`src/rtl/core/kped_pkg.sv`:
```
// ============================================================================
// Key press event detector package
// Shared types and constants for the debounce and press state machine.
// ============================================================================
package kped_pkg;

    localparam int unsigned ACC_W     = 16;
    localparam int unsigned STEP_W    = 8;
    localparam int unsigned CFG_IDX_W = 3;
    localparam int unsigned CFG_DAT_W = 16;

    localparam logic [ACC_W-1:0] ACC_MAX = '1;

    // Key phase codes; the released kinds sit three above their held kinds.
    typedef enum logic [2:0] {
        PH_IDLE      = 3'd0,
        PH_PRESS     = 3'd1,
        PH_LONG      = 3'd2,
        PH_REPEAT    = 3'd3,
        PH_PRESS_UP  = 3'd4,
        PH_LONG_UP   = 3'd5,
        PH_REPEAT_UP = 3'd6
    } phase_t;

    // Event codes; an event always names the phase it moves into.
    typedef enum logic [2:0] {
        EV_NONE       = 3'd0,
        EV_PRESS      = 3'd1,
        EV_LONG       = 3'd2,
        EV_REPEAT     = 3'd3,
        EV_PRESS_REL  = 3'd4,
        EV_LONG_REL   = 3'd5,
        EV_REPEAT_REL = 3'd6
    } event_t;

    // Configuration register indexes.
    typedef enum logic [CFG_IDX_W-1:0] {
        CFG_ACTIVE_LEVEL   = 3'd0,
        CFG_SCAN_STEP      = 3'd1,
        CFG_DEBOUNCE_LIMIT = 3'd2,
        CFG_LONG_LIMIT     = 3'd3,
        CFG_REPEAT_LIMIT   = 3'd4
    } cfg_idx_t;

    typedef struct packed {
        logic              active_level;
        logic [STEP_W-1:0] scan_step;
        logic [ACC_W-1:0]  debounce_limit;
        logic [ACC_W-1:0]  long_limit;
        logic [ACC_W-1:0]  repeat_limit;
    } cfg_t;

    typedef struct packed {
        phase_t           phase;
        logic             stable_level;
        logic [ACC_W-1:0] debounce_acc;
        logic [ACC_W-1:0] hold_acc;
    } key_state_t;

    function automatic logic [ACC_W-1:0] sat_add(input logic [ACC_W-1:0]  acc,
                                                 input logic [STEP_W-1:0] step);
        logic [ACC_W:0] sum;
        sum = {1'b0, acc} + {{(ACC_W + 1 - STEP_W){1'b0}}, step};
        sat_add = sum[ACC_W] ? ACC_MAX : sum[ACC_W-1:0];
    endfunction

endpackage

```
`src/rtl/core/kped_step.sv`:
```
// ============================================================================
// Key press event detector step logic
// Works out the next key state and the event for one sampled level.
// ============================================================================
module kped_step
    import kped_pkg::*;
(
    input  logic       level,
    input  cfg_t       cfg,
    input  key_state_t cur,
    output key_state_t nxt,
    output event_t     ev
);

    logic             run;
    logic             active;
    logic [ACC_W-1:0] hold_sum;
    logic [ACC_W-1:0] hold_lim;
    phase_t           phase_run;

    assign active   = (level == cfg.active_level);
    assign hold_sum = sat_add(cur.hold_acc, cfg.scan_step);
    assign hold_lim = (cur.phase == PH_PRESS) ? cfg.long_limit : cfg.repeat_limit;

    always_comb begin
        nxt       = cur;
        run       = 1'b1;
        phase_run = cur.phase;
        ev        = EV_NONE;
        if (level != cur.stable_level) begin
            if (cur.debounce_acc < cfg.debounce_limit) begin
                nxt.debounce_acc = sat_add(cur.debounce_acc, cfg.scan_step);
                run = 1'b0;
            end else begin
                nxt.stable_level = level;
                nxt.debounce_acc = '0;
            end
        end
        case (cur.phase)
            PH_PRESS, PH_LONG, PH_REPEAT: begin
                if (active) begin
                    nxt.hold_acc = hold_sum;
                    if (hold_sum >= hold_lim) begin
                        nxt.hold_acc = '0;
                        phase_run    = (cur.phase == PH_PRESS) ? PH_LONG : PH_REPEAT;
                        ev           = event_t'(phase_run);
                    end
                end else begin
                    nxt.hold_acc = '0;
                    case (cur.phase)
                        PH_PRESS: phase_run = PH_PRESS_UP;
                        PH_LONG:  phase_run = PH_LONG_UP;
                        default:  phase_run = PH_REPEAT_UP;
                    endcase
                    ev = event_t'(phase_run);
                end
            end
            default: begin
                // Idle, the released kinds and the unused code all behave as idle.
                if (active) begin
                    phase_run = PH_PRESS;
                    ev        = EV_PRESS;
                end
            end
        endcase
        if (run) begin
            nxt.phase = phase_run;
        end else begin
            nxt.hold_acc = cur.hold_acc;
            ev           = EV_NONE;
        end
    end

endmodule

```
`src/rtl/core/key_press_event_detector.sv`:
```
// ============================================================================
// Key press event detector
// Debounces a sampled key level and reports press, long and repeat events.
// ============================================================================
// Each input item is one scan tick carrying the raw key level in s_tdata[0].
// Each tick yields exactly one result item on the m_ channel: the event code,
// the key phase after the tick and the debounced level. Event code zero means
// that nothing happened on that tick; ticks spent debouncing a changed level
// always give event zero.
// The block is a two-stage pipeline: the tick is captured in an input
// register, and once the result register is free or being emptied the step
// logic updates the key state and loads the result register. One item is
// accepted every cycle while the receiver does not stall.
// When the receiver stalls, the result register holds its item and the input
// register takes one more item before s_tready falls; nothing is dropped.
// Reset (aresetn low, synchronous) empties both registers, returns the key to
// idle with a released (high) stable level and both accumulators cleared, and
// loads the configuration registers with their defaults. Configuration must be
// written through cfg_wr_en / cfg_index / cfg_wdata while the block is idle;
// the block does not enforce it. Indexes beyond the register list are ignored.
// ============================================================================
module key_press_event_detector
    import kped_pkg::*;
(
    input  logic                 aclk,
    input  logic                 aresetn,
    input  logic                 s_tvalid,
    output logic                 s_tready,
    input  logic [7:0]           s_tdata,   // [0] key_level, [7:1] zero
    output logic                 m_tvalid,
    input  logic                 m_tready,
    output logic [7:0]           m_tdata,   // [2:0] event_res, [5:3] key_phase,
                                            // [6] stable_out, [7] zero
    input  logic                 cfg_wr_en,
    input  logic [CFG_IDX_W-1:0] cfg_index,
    input  logic [CFG_DAT_W-1:0] cfg_wdata
);

    // Configuration registers.
    cfg_t       cfg_reg;

    // Input register stage.
    logic       in_valid_reg;
    logic       in_level_reg;

    // Key state, updated once per tick as it leaves the input register.
    key_state_t state_reg;
    key_state_t state_next;
    event_t     ev_next;

    // Result register stage.
    logic       out_valid_reg;
    event_t     out_event_reg;
    phase_t     out_phase_reg;
    logic       out_stable_reg;

    logic       advance;

    // The tick moves on when there is one and the result register is free
    // or is being emptied in this cycle.
    assign advance  = in_valid_reg && (!out_valid_reg || m_tready);
    assign s_tready = !in_valid_reg || advance;

    always_ff @(posedge aclk) begin
        if (!aresetn) begin
            cfg_reg.active_level   <= 1'b0;
            cfg_reg.scan_step      <= STEP_W'(10);
            cfg_reg.debounce_limit <= ACC_W'(20);
            cfg_reg.long_limit     <= ACC_W'(1000);
            cfg_reg.repeat_limit   <= ACC_W'(200);
        end else if (cfg_wr_en) begin
            case (cfg_idx_t'(cfg_index))
                CFG_ACTIVE_LEVEL:   cfg_reg.active_level   <= cfg_wdata[0];
                CFG_SCAN_STEP:      cfg_reg.scan_step      <= cfg_wdata[STEP_W-1:0];
                CFG_DEBOUNCE_LIMIT: cfg_reg.debounce_limit <= cfg_wdata[ACC_W-1:0];
                CFG_LONG_LIMIT:     cfg_reg.long_limit     <= cfg_wdata[ACC_W-1:0];
                CFG_REPEAT_LIMIT:   cfg_reg.repeat_limit   <= cfg_wdata[ACC_W-1:0];
                default: ;
            endcase
        end
    end

    // Input register: a new tick is captured whenever s_tready and s_tvalid are high.
    always_ff @(posedge aclk) begin
        if (!aresetn) begin
            in_valid_reg <= 1'b0;
        end else if (s_tready) begin
            in_valid_reg <= s_tvalid;
        end
    end

    always_ff @(posedge aclk) begin
        if (s_tready && s_tvalid) begin
            in_level_reg <= s_tdata[0];
        end
    end

    kped_step u_step (
        .level (in_level_reg),
        .cfg   (cfg_reg),
        .cur   (state_reg),
        .nxt   (state_next),
        .ev    (ev_next)
    );

    always_ff @(posedge aclk) begin
        if (!aresetn) begin
            state_reg.phase        <= PH_IDLE;
            state_reg.stable_level <= 1'b1;
            state_reg.debounce_acc <= '0;
            state_reg.hold_acc     <= '0;
        end else if (advance) begin
            state_reg <= state_next;
        end
    end

    // Result register: filled when a tick advances, emptied when taken.
    always_ff @(posedge aclk) begin
        if (!aresetn) begin
            out_valid_reg <= 1'b0;
        end else if (advance) begin
            out_valid_reg <= 1'b1;
        end else if (m_tready) begin
            out_valid_reg <= 1'b0;
        end
    end

    always_ff @(posedge aclk) begin
        if (advance) begin
            out_event_reg  <= ev_next;
            out_phase_reg  <= state_next.phase;
            out_stable_reg <= state_next.stable_level;
        end
    end

    assign m_tvalid = out_valid_reg;
    assign m_tdata  = {1'b0, out_stable_reg, out_phase_reg, out_event_reg};

endmodule

```
`config.mk`:
```
export PLATFORM = sky130hd
export DESIGN_NAME = key_press_event_detector
export DESIGN_NICKNAME = d
export VERILOG_FILES = /design/src/rtl/core/kped_pkg.sv /design/src/rtl/core/kped_step.sv /design/src/rtl/core/key_press_event_detector.sv
export SDC_FILE = /design/constraint.sdc
export NUM_CORES = 1
export LEC_CHECK = 0
export ABC_CLOCK_PERIOD_IN_PS = 4000
export BUFFER_PORTS_ARGS = -buffer_cell sky130_fd_sc_hd__buf_4
export CAP_MARGIN = 10
export CORE_AREA = 2 2 129 93
export DETAILED_ROUTE_END_ITERATION = 8
export DIE_AREA = 0 0 131 95
export MAX_ROUTING_LAYER = met4
export PLACE_DENSITY = 0.75
export SETUP_SLACK_MARGIN = 0.02
export SYNTH_ARGS = -nofsm -noshare
export SYNTH_HDL_FRONTEND = slang
export SYNTH_SLANG_ARGS = --single-unit
```
`constraint.sdc`:
```
create_clock -name aclk -period 4 [get_ports aclk]
set_input_delay 0.4 -clock aclk [delete_from_list [all_inputs] [get_ports aclk]]
set_output_delay 0.4 -clock aclk [all_outputs]
set_load 0.02 [all_outputs]
```
* After elaboration in Yosys (flattened, before gate mapping) *
Cells that the tools add are included.

word-level totals
  bits in registers = 103
  input bits = 32
  output and inout bits = 10
  word-level logic and storage cells = 67

operators by class
  $add $sub $neg = 2
  $lt $le $gt $ge = 2
  eq/ne operators = 9
  multiplexer cells = 23
  reduce and logical (&&, ||, !) cells = 16

operators by type and width
  kind                                                             count
  16-bit two-way mux                                               6
  16-bit by 8-bit adder with 17-bit output                         2
  3-bit two-way mux                                                8
  17-bit two-way mux                                               1
  16-bit >= comparator                                             1
  16-bit < comparator                                              1
  3-bit by 2-bit == test with 1-bit output, second input constant  4
  2-bit AND reduction                                              6
  1-bit two-way mux                                                7
  3-bit by 1-bit == test with 1-bit output, second input constant  2
  2-bit case mux with 2 select lines                               1
  3-bit == test, second input constant                             1
  3-bit logical NOT                                                1
  3-bit AND reduction                                              1
  3-bit OR reduction                                               1
  1-bit logical AND                                                2
  1-bit logical NOT                                                2
  1-bit logical OR                                                 2
  2-bit nonzero test                                               1
  1-bit == test                                                    1
  1-bit != test                                                    1

* Logic depth before layout (Yosys ltp) *
Gate-level depths: netlist of run 1.

  word-level depth = 7
  gate-level depth with buffers = 16
  depth with buffers taken out = 15

* Hierarchy *
A second synthesis of run 1 with hierarchy kept.

second synthesis, totals
  cells, all modules = 786
  area total of the unflattened synthesis = 6,561.3 um^2

by module, submodules not included
  module                    instances  cells an instance  area an instance (um^2)  seq. area each (um^2)
  key_press_event_detector  1          389                3,808.7                  2,142.1
  kped_step                 1          397                2,752.6                  0.0

* Least setup slack after synthesis of run 1 *
No wires, ideal clock.

  path type = reg2reg
  from = reg cfg_reg[48] (netlist bit)
  to = reg state_reg[10] (netlist bit)
  library setup time = 0.074 ns
  data arrival time = 3.683 ns
  required time = 3.926 ns
  slack = 0.243 ns
  stages on the path, launching flop included = 17
  path buffers = 1
  clock period less this slack = 3.757 ns
  cells stage by stage = dfxtp_1 > ha_1 > fa_1 > a211oi_1 > o21a_1 > nor4_2 > nor2b_1 > a21oi_1 > ha_1 > nand3_1 > o221ai_1 > a221oi_1 > o41ai_1 > nor2_2 > clkbuf_1 > nand3_1 > o21ai_0

between the ends
  word-level cells in the longest chain between the ends = 5

RTL lines
  what                                          RTL line                         text
  start, declared                               key_press_event_detector.sv:40   cfg_t cfg_reg;
  16-bit by 8-bit adder with 17-bit output (*)  kped_pkg.sv:63                   sum = {1'b0, acc} + {{(ACC_W + 1 - STEP_W){1'b0}}, step};
  16-bit two-way mux (*)                        kped_pkg.sv:64                   sat_add = sum[ACC_W] ? ACC_MAX : sum[ACC_W-1:0];
  16-bit >= comparator                          kped_step.sv:43                  if (hold_sum >= hold_lim) begin
  16-bit two-way mux (*)                        kped_step.sv:43
  16-bit two-way mux (*)                        kped_step.sv:41                  if (active) begin
  end signal, assigned                          key_press_event_detector.sv:113  state_reg <= state_next;
  end, declared                                 key_press_event_detector.sv:47   key_state_t state_reg;

Mark *: on every way between the ends. The rest lies on a longest branch, timed or not.
A chain may end at the register's enable or synchronous reset.

==> results of run 1 <==
-- power by group --
part	internal (mW)	total, mW	switching (mW)
Combinational	0.0882	0.221	0.133
Clock	0.436	0.860	0.424
Sequential	1.06	1.08	0.0169
Total	1.58	2.16	0.574
-- per-stage QoR --
| stage | hold slack (ps) | utilization | worst slack (ps) |
|---|---|---|---|
| 2_1_floorplan | 433 | - | 243 |
| 3_3_place_gp | 442 | 0.568 | 74.0 |
| 6_report | 232 | 0.608 | 138 |
| 4_1_cts | 222 | 0.597 | 26.1 |
| 3_5_place_dp | 457 | 0.568 | -83.3 |
| 5_1_grt | 216 | 0.608 | 11.5 |
-- path summary, 6_finish.rpt --
kind	from	end	slack (ps)	cells after the start
max reg2reg	cfg_reg[53]	out_phase_reg[1]	140	14
min reg2reg	cfg_reg[2]	cfg_reg[2]	470	2
min	s_tdata[0]	in_level_reg	230	1
max	cfg_reg[53]	out_phase_reg[1]	140	14
-- cell usage after synthesis, types with 3 or more instances --
master / instances / share of area
a31oi_1: 4 / 0.0041
o211ai_1: 4 / 0.0050
mux2_2: 3 / 0.0056
o221ai_1: 3 / 0.0043
dfxtp_1: 95 / 0.31
and2_1: 6 / 0.0062
buf_4: 3 / 0.0037
nor3_1: 12 / 0.0099
mux2i_1: 16 / 0.027
nand4_1: 7 / 0.0072
or2_2: 5 / 0.0052
a21boi_0: 50 / 0.062
nand2_1: 145 / 0.090
o21a_1: 5 / 0.0062
and4_1: 5 / 0.0072
nand3_1: 42 / 0.035
edfxtp_1: 8 / 0.040
xnor2_1: 9 / 0.013
nor3b_1: 6 / 0.0075
a221oi_1: 3 / 0.0043
buf_2: 6 / 0.0050
clkbuf_1: 25 / 0.016
xor2_1: 5 / 0.0072
nor2b_1: 8 / 0.0083
nor2_1: 37 / 0.023
a211oi_1: 9 / 0.011
nor4_1: 5 / 0.0052
inv_1: 28 / 0.017
o21ai_0: 29 / 0.024
and3_1: 8 / 0.0083
nand2b_1: 10 / 0.010
a21oi_1: 38 / 0.031
a21o_1: 4 / 0.0050
o21bai_1: 6 / 0.0075
ha_1: 47 / 0.097
-- metal layers --
layer	track usage	vias to the layer above	part of all wire	wire length, µm
li1	-	2654	-	-
met1	0.353	2588	0.47	7320
met2	0.416	216	0.46	7080
met3	0.0448	27	0.061	949
met4	0.0656	0	0.012	184
met5	-	-	0	0
-- area by class of cell --
type                    instances  area, µm²
clock buffers                   9        225
clock inverters                 7       57.6
fillers                       992       4450
inverters                      28        105
multi-input cells             570       3790
flip-flops and latches        103       2140
well taps                     157        196
repair buffers                 50        379
-- cell families (layout without fill, tap and decap cells) --
logic type                 Yosys count  count (layout)  synth area share
and+or+nand+nor                    308             308             0.243
muxes                               19              19            0.0321
buffers and inverters               64              94            0.0429
adders and majority gates           49              49             0.104
AOI/OAI and AO/OA                  179             179             0.203
xor gates and xnor gates            14              14            0.0203
other                                1               1          0.000621
DFF                                103             103             0.354
-- repair_timing --
action | CTS | global route
resized for setup | 8 | 31
buffers inserted | 0 | 1
pin swaps | 0 | 17
setup endpoints to repair | 21 | 22
==> key figures, run 1 <==
Run status
  – Status: finished, final reports clean

Final layout
  – Layout cells sized above 1: 0.145
  – Antenna diodes: 0
  – Area growth, synth to finish: 14.2%
  – Commonest non-fill, non-tap cell in the layout: nand2_1
  – Most frequent cells in the layout: nand2_1 (145), dfxtp_1 (93), a21boi_0 (50), buf_4 (49), ha_1 (43)
  – Final std cells w/o fill: 924
  – Design area: 6900 µm²
  – Largest register FFs: 57
  – NumNets Final: 843

STA
  – FMAX: 259 MHz
  – Post-route clock period utilization: 0.965
  – Final hold violations: 0
  – Final critical-path required period: 3860 ps
  – Setup TNS Final: 0 ps
  – Slew @ Worst Pin: 934 ps
  – RSZ-0062 raised after global routing: yes
  – Rel. slew slack: 0.377
  – Worst Clk Skew: 11.5 ps
  – Count of final setup violators: 0
  – Final Max Tran Viols: 0

Drt
  – DR WL/cell: 16.8 µm
  – Routed vias: 5485
  – Post-route ant nets: 0
  – Final wirelength: 15.5 mm
  – Vias/cell: 5.94
  – 1st-pass router iterations: 5
  – Starting DRT DRC Count: 364
  – DR DRC count: 0

Clock tree
  – Clock root buffer: clkbuf_16
  – Clock transition at path regs: 70 ps
  – Clock Path Buffers: 2
  – Hold Buf Count CTS: 0
  – Htree depth: 3
  – CTS tree: yes
  – Num CTS Buffers: 9
  – Clk Latency, worst-skew pair: 350 ps
  – CTS Sinks: 103

Global routing
  – Tot GR Track Use: 0.263
  – First-pass GRT wire length: 24.5 mm
  – Overflow after GRT: 0
  – Antenna violations before repair: 0
  – Largest net degree at the start of global routing: 104
  – Vias in the first global route: 5029

Placed design
  – Placed cells: 907
  – Post-DP HPWL: 11.1 mm
  – Placed Area: 6450 µm²
  – GPL Wtd Cong: 0.918
  – I/O Buffers: 33

Synthesis
  – Syn nets: 818
  – Seq/Total Area, Yosys: 0.354
  – Netlist cell types: 69
  – Synth Cell Area: 6040 µm²
  – Synth Register Bits: 103
  – Most used DFF post-synth: dfxtp_1
  – Yosys Warn Count: 0
  – Synth async-reset ratio: 0
  – EDFF count, synth: 8
  – Cells after synthesis: 737
  – Synthesized area per cell: 8.20 µm²

Setup path
  – CP Launch Type: flip-flop
  – Crit Path Class: reg2reg
  – Worst path arrival time: 3930 ps
  – Worst-path maximum fanout: 4
  – Worst path cell trace: ha_1 -> or4_1 -> o21ai_4 -> nor4_4 -> nor2b_2 -> a21oi_2 -> ha_1 -> a21oi_1 -> o221ai_1 -> a221oi_2 -> o41a_1 -> nor2_1 -> a21oi_1 -> o221ai_1
  – Crit. End Element: flip-flop
  – Crit path max-delay family: compound AO/OA/AOI/OAI gates
  – Slowest library cell on the worst path: or4_1
  – Max incr delay on CP: 590 ps
  – CP Buf/Inv Count: 0
  – Worst Path Required: 4060 ps

Die
  – Die width: 131 µm
  – Die Ht: 95 µm
  – Core Area: 11400 µm²
  – Rows: 33
  – Io pins: 42
  – Initial Utilization: 0.532
  – Die Area: 12400 µm²

Power and ir drop
  – Leakage: 2.66 nW
  – Total Power: 2.16 mW
  – Worst VDD drop: 0.000250 V
  – Power density over the cells: 313 nW/µm²

Run
  – Max cap viols: 0

Min path
  – HP Class: in2reg
Power figures use the tool's default switching activity.
==> inputs of run 2 (changes only) <==
- ABC_CLOCK_PERIOD_IN_PS: 4000 -> 4600
- BUFFER_PORTS_ARGS: -buffer_cell sky130_fd_sc_hd__buf_4 -> -buffer_cell sky130_fd_sc_hd__buf_2
- CORE_AREA: 2 2 129 93 -> 2 2 123 89
- DIE_AREA: 0 0 131 95 -> 0 0 125 91
- PLACE_DENSITY: 0.75 -> 0.79
- clock period: 4 -> 4.6 ns (I/O delays scaled with it)
==> run 2 against run 1 <==
  * First-iteration DRC count up 70%
  * Highest routed layer unchanged
  * Wire length down 4.4%
  * Clock power down 3.3%
  * Hold slack better by 39 ps
  * Setup slack better by 210 ps
  * Power down 9.8%
  * Final area down 4.3%
  * Sequential share of layout area up 1.4 points
  * Register-to-register slack better by 210 ps
==> key figures, run 2 (synthesis results as in run 1) <==
Run status
  – Status: finished, final reports clean

Global routing
  – Largest net degree at the start of global routing: 70
  – First-pass GRT wire length: 25.0 mm
  – Vias in the first global route: 5070
  – Antenna violations before repair: 0
  – Overflow after GRT: 0
  – Tot GR Track Use: 0.278

Setup path
  – Slowest library cell on the worst path: fa_1
  – Worst path arrival time: 4530 ps
  – Worst path cell trace: ha_1 -> fa_1 -> a211oi_2 -> o21a_1 -> nor4_4 -> nor2b_1 -> a21oi_1 -> ha_1 -> a21oi_1 -> o221ai_1 -> a221oi_1 -> o41ai_1 -> nor2_2 -> buf_4 -> buf_4 -> nand3_1 -> o21ai_0
  – Max incr delay on CP: 450 ps
  – Crit Path Class: reg2reg
  – Crit. End Element: flip-flop
  – CP Launch Type: flip-flop
  – Worst-path maximum fanout: 11
  – Worst Path Required: 4880 ps

Power and ir drop
  – Sequential group share of total power: 0.481
  – Switch share: 0.266
  – Worst VDD drop: 0.000187 V
  – Power density over the cells: 295 nW/µm²
  – Leakage: 2.56 nW
  – Switching pwr: 0.517 mW
  – Gate power share: 0.092
  – Clk network pwr share: 0.427
  – Int Power: 1.43 mW

Final layout
  – NumNets Final: 832
  – Layout cells sized above 1: 0.0979
  – FF+latch area: 2140 µm²
  – Commonest non-fill, non-tap cell in the layout: nand2_1
  – Multi-input logic area: 3660 µm²
  – Antenna diodes: 0
  – Most frequent cells in the layout: nand2_1 (145), dfxtp_1 (95), a21boi_0 (50), ha_1 (47), nand3_1 (42)
  – Area growth, synth to finish: 9.28%
  – Filler Cells Inserted: 865
  – Largest register FFs: 57

Drt
  – Post-route ant nets: 0
  – Final wirelength: 14.8 mm
  – Routed vias: 5453
  – Vias/cell: 6.14
  – 1st-pass router iterations: 7
  – DR DRC count: 0
  – Starting DRT DRC Count: 618
  – DR WL/cell: 16.7 µm

Die
  – Io pins: 42
  – Die Area: 11400 µm²
  – Die Ht: 91 µm
  – Initial Utilization: 0.595
  – Core Area: 10200 µm²
  – Die width: 125 µm
  – Rows: 31

Clock tree
  – CTS Sinks: 103
  – CTS tree: yes
  – Htree depth: 3
  – Clk Latency, worst-skew pair: 360 ps
  – Clock root buffer: clkbuf_16
  – Num CTS Buffers: 9
  – Clock Path Buffers: 2
  – Clock transition at path regs: 70 ps

Placed design
  – GPL Wtd Cong: 0.977
  – I/O Buffers: 33
  – Post-Place Setup Slack: 79.3 ps
  – Post-DP HPWL: 10.9 mm

STA
  – Final critical-path required period: 4250 ps
  – Worst Clk Skew: 7.70 ps
  – Slew @ Worst Pin: 879 ps
  – Setup TNS Final: 0 ps
  – Final Max Tran Viols: 0
  – Rel. slew slack: 0.412
  – RSZ-0062 raised after global routing: no
  – Count of final setup violators: 0
  – Post-route clock period utilization: 0.924
  – Final worst setup slack: 350 ps
  – Final hold violations: 0
  – FMAX: 235 MHz

Run
  – Max cap viols: 0

Min path
  – HP Class: in2reg
[run 2: cell types whose count changed in the layout (fill, tap and decap cells not counted), sizes merged]
cell | before | now
buf | 50 | 39
inv | 34 | 32
clkinv | 1 | 2
bufinv | 0 | 1
[run 2: area by class of cell]
cell class	instances	area share
clock buffer	9	0.0341
clock inverter	7	0.0148
inverter	28	0.0159
multi-input combinational	570	0.554
sequential	103	0.324
tap	132	0.0250
timing repair buffer	39	0.0318
[run 2: path summary, 6_finish.rpt]
path | from | endpoint | slack, ps | cells after the start
worst max register to register | cfg_reg[48] | state_reg[7] | 350 | 17
worst max-delay path | cfg_reg[48] | state_reg[7] | 350 | 17
worst min-delay path | s_tdata[0] | in_level_reg | 270 | 1
worst min register to register | cfg_reg[28] | cfg_reg[28] | 470 | 2
[run 2: through the flow]
step / cell area, µm² / util / total power [mW] / instances / hold WS (ps)
after global placement: 6250 / 0.615 / 1.12 / 870 / 444
final: 6600 / 0.650 / 1.95 / 888 / 272
after detailed placement: 6250 / 0.615 / 1.13 / 870 / 454
after floorplan: 6040 / - / 1.07 / 737 / 433
after CTS: 6580 / 0.647 / 1.95 / 886 / 268
after global routing: 6600 / 0.650 / 2.01 / 888 / 274
[run 2: layer usage]
layer,share of wire,vias to the layer above,GRT usage,routed length (µm)
met5,0,-,-,0
li1,-,2644,-,-
met3,0.074,23,0.0566,1090
met1,0.47,2570,0.382,6940
met2,0.44,216,0.424,6590
met4,0.014,0,0.0685,208
[run 2: critical path: cells and delay by family (launching register included)]
kind            cells  cell delay, ps
flops               1             340
compound gates      8            1770
buf+inv             2             380
simple gates        4             650
fa+ha+maj           3            1030
[run 2: timing repair]
item / 4_1_cts / 5_1_grt
setup endpoints to repair: 0 / 19
hold buffers: 0 / 0
endpoints found under the hold margin: 0 / 0
buffers inserted: 0 / 2
gates resized for setup: 0 / 2
[run 2: power groups by stage]
stage	Sequential [mW]	Clock, mW	Combinational [mW]
floorplan	0.955	0	0.120
global placement	0.956	0	0.165
detailed placement	0.958	0	0.172
CTS	0.936	0.836	0.174
global route	0.939	0.871	0.197
finish	0.937	0.832	0.179
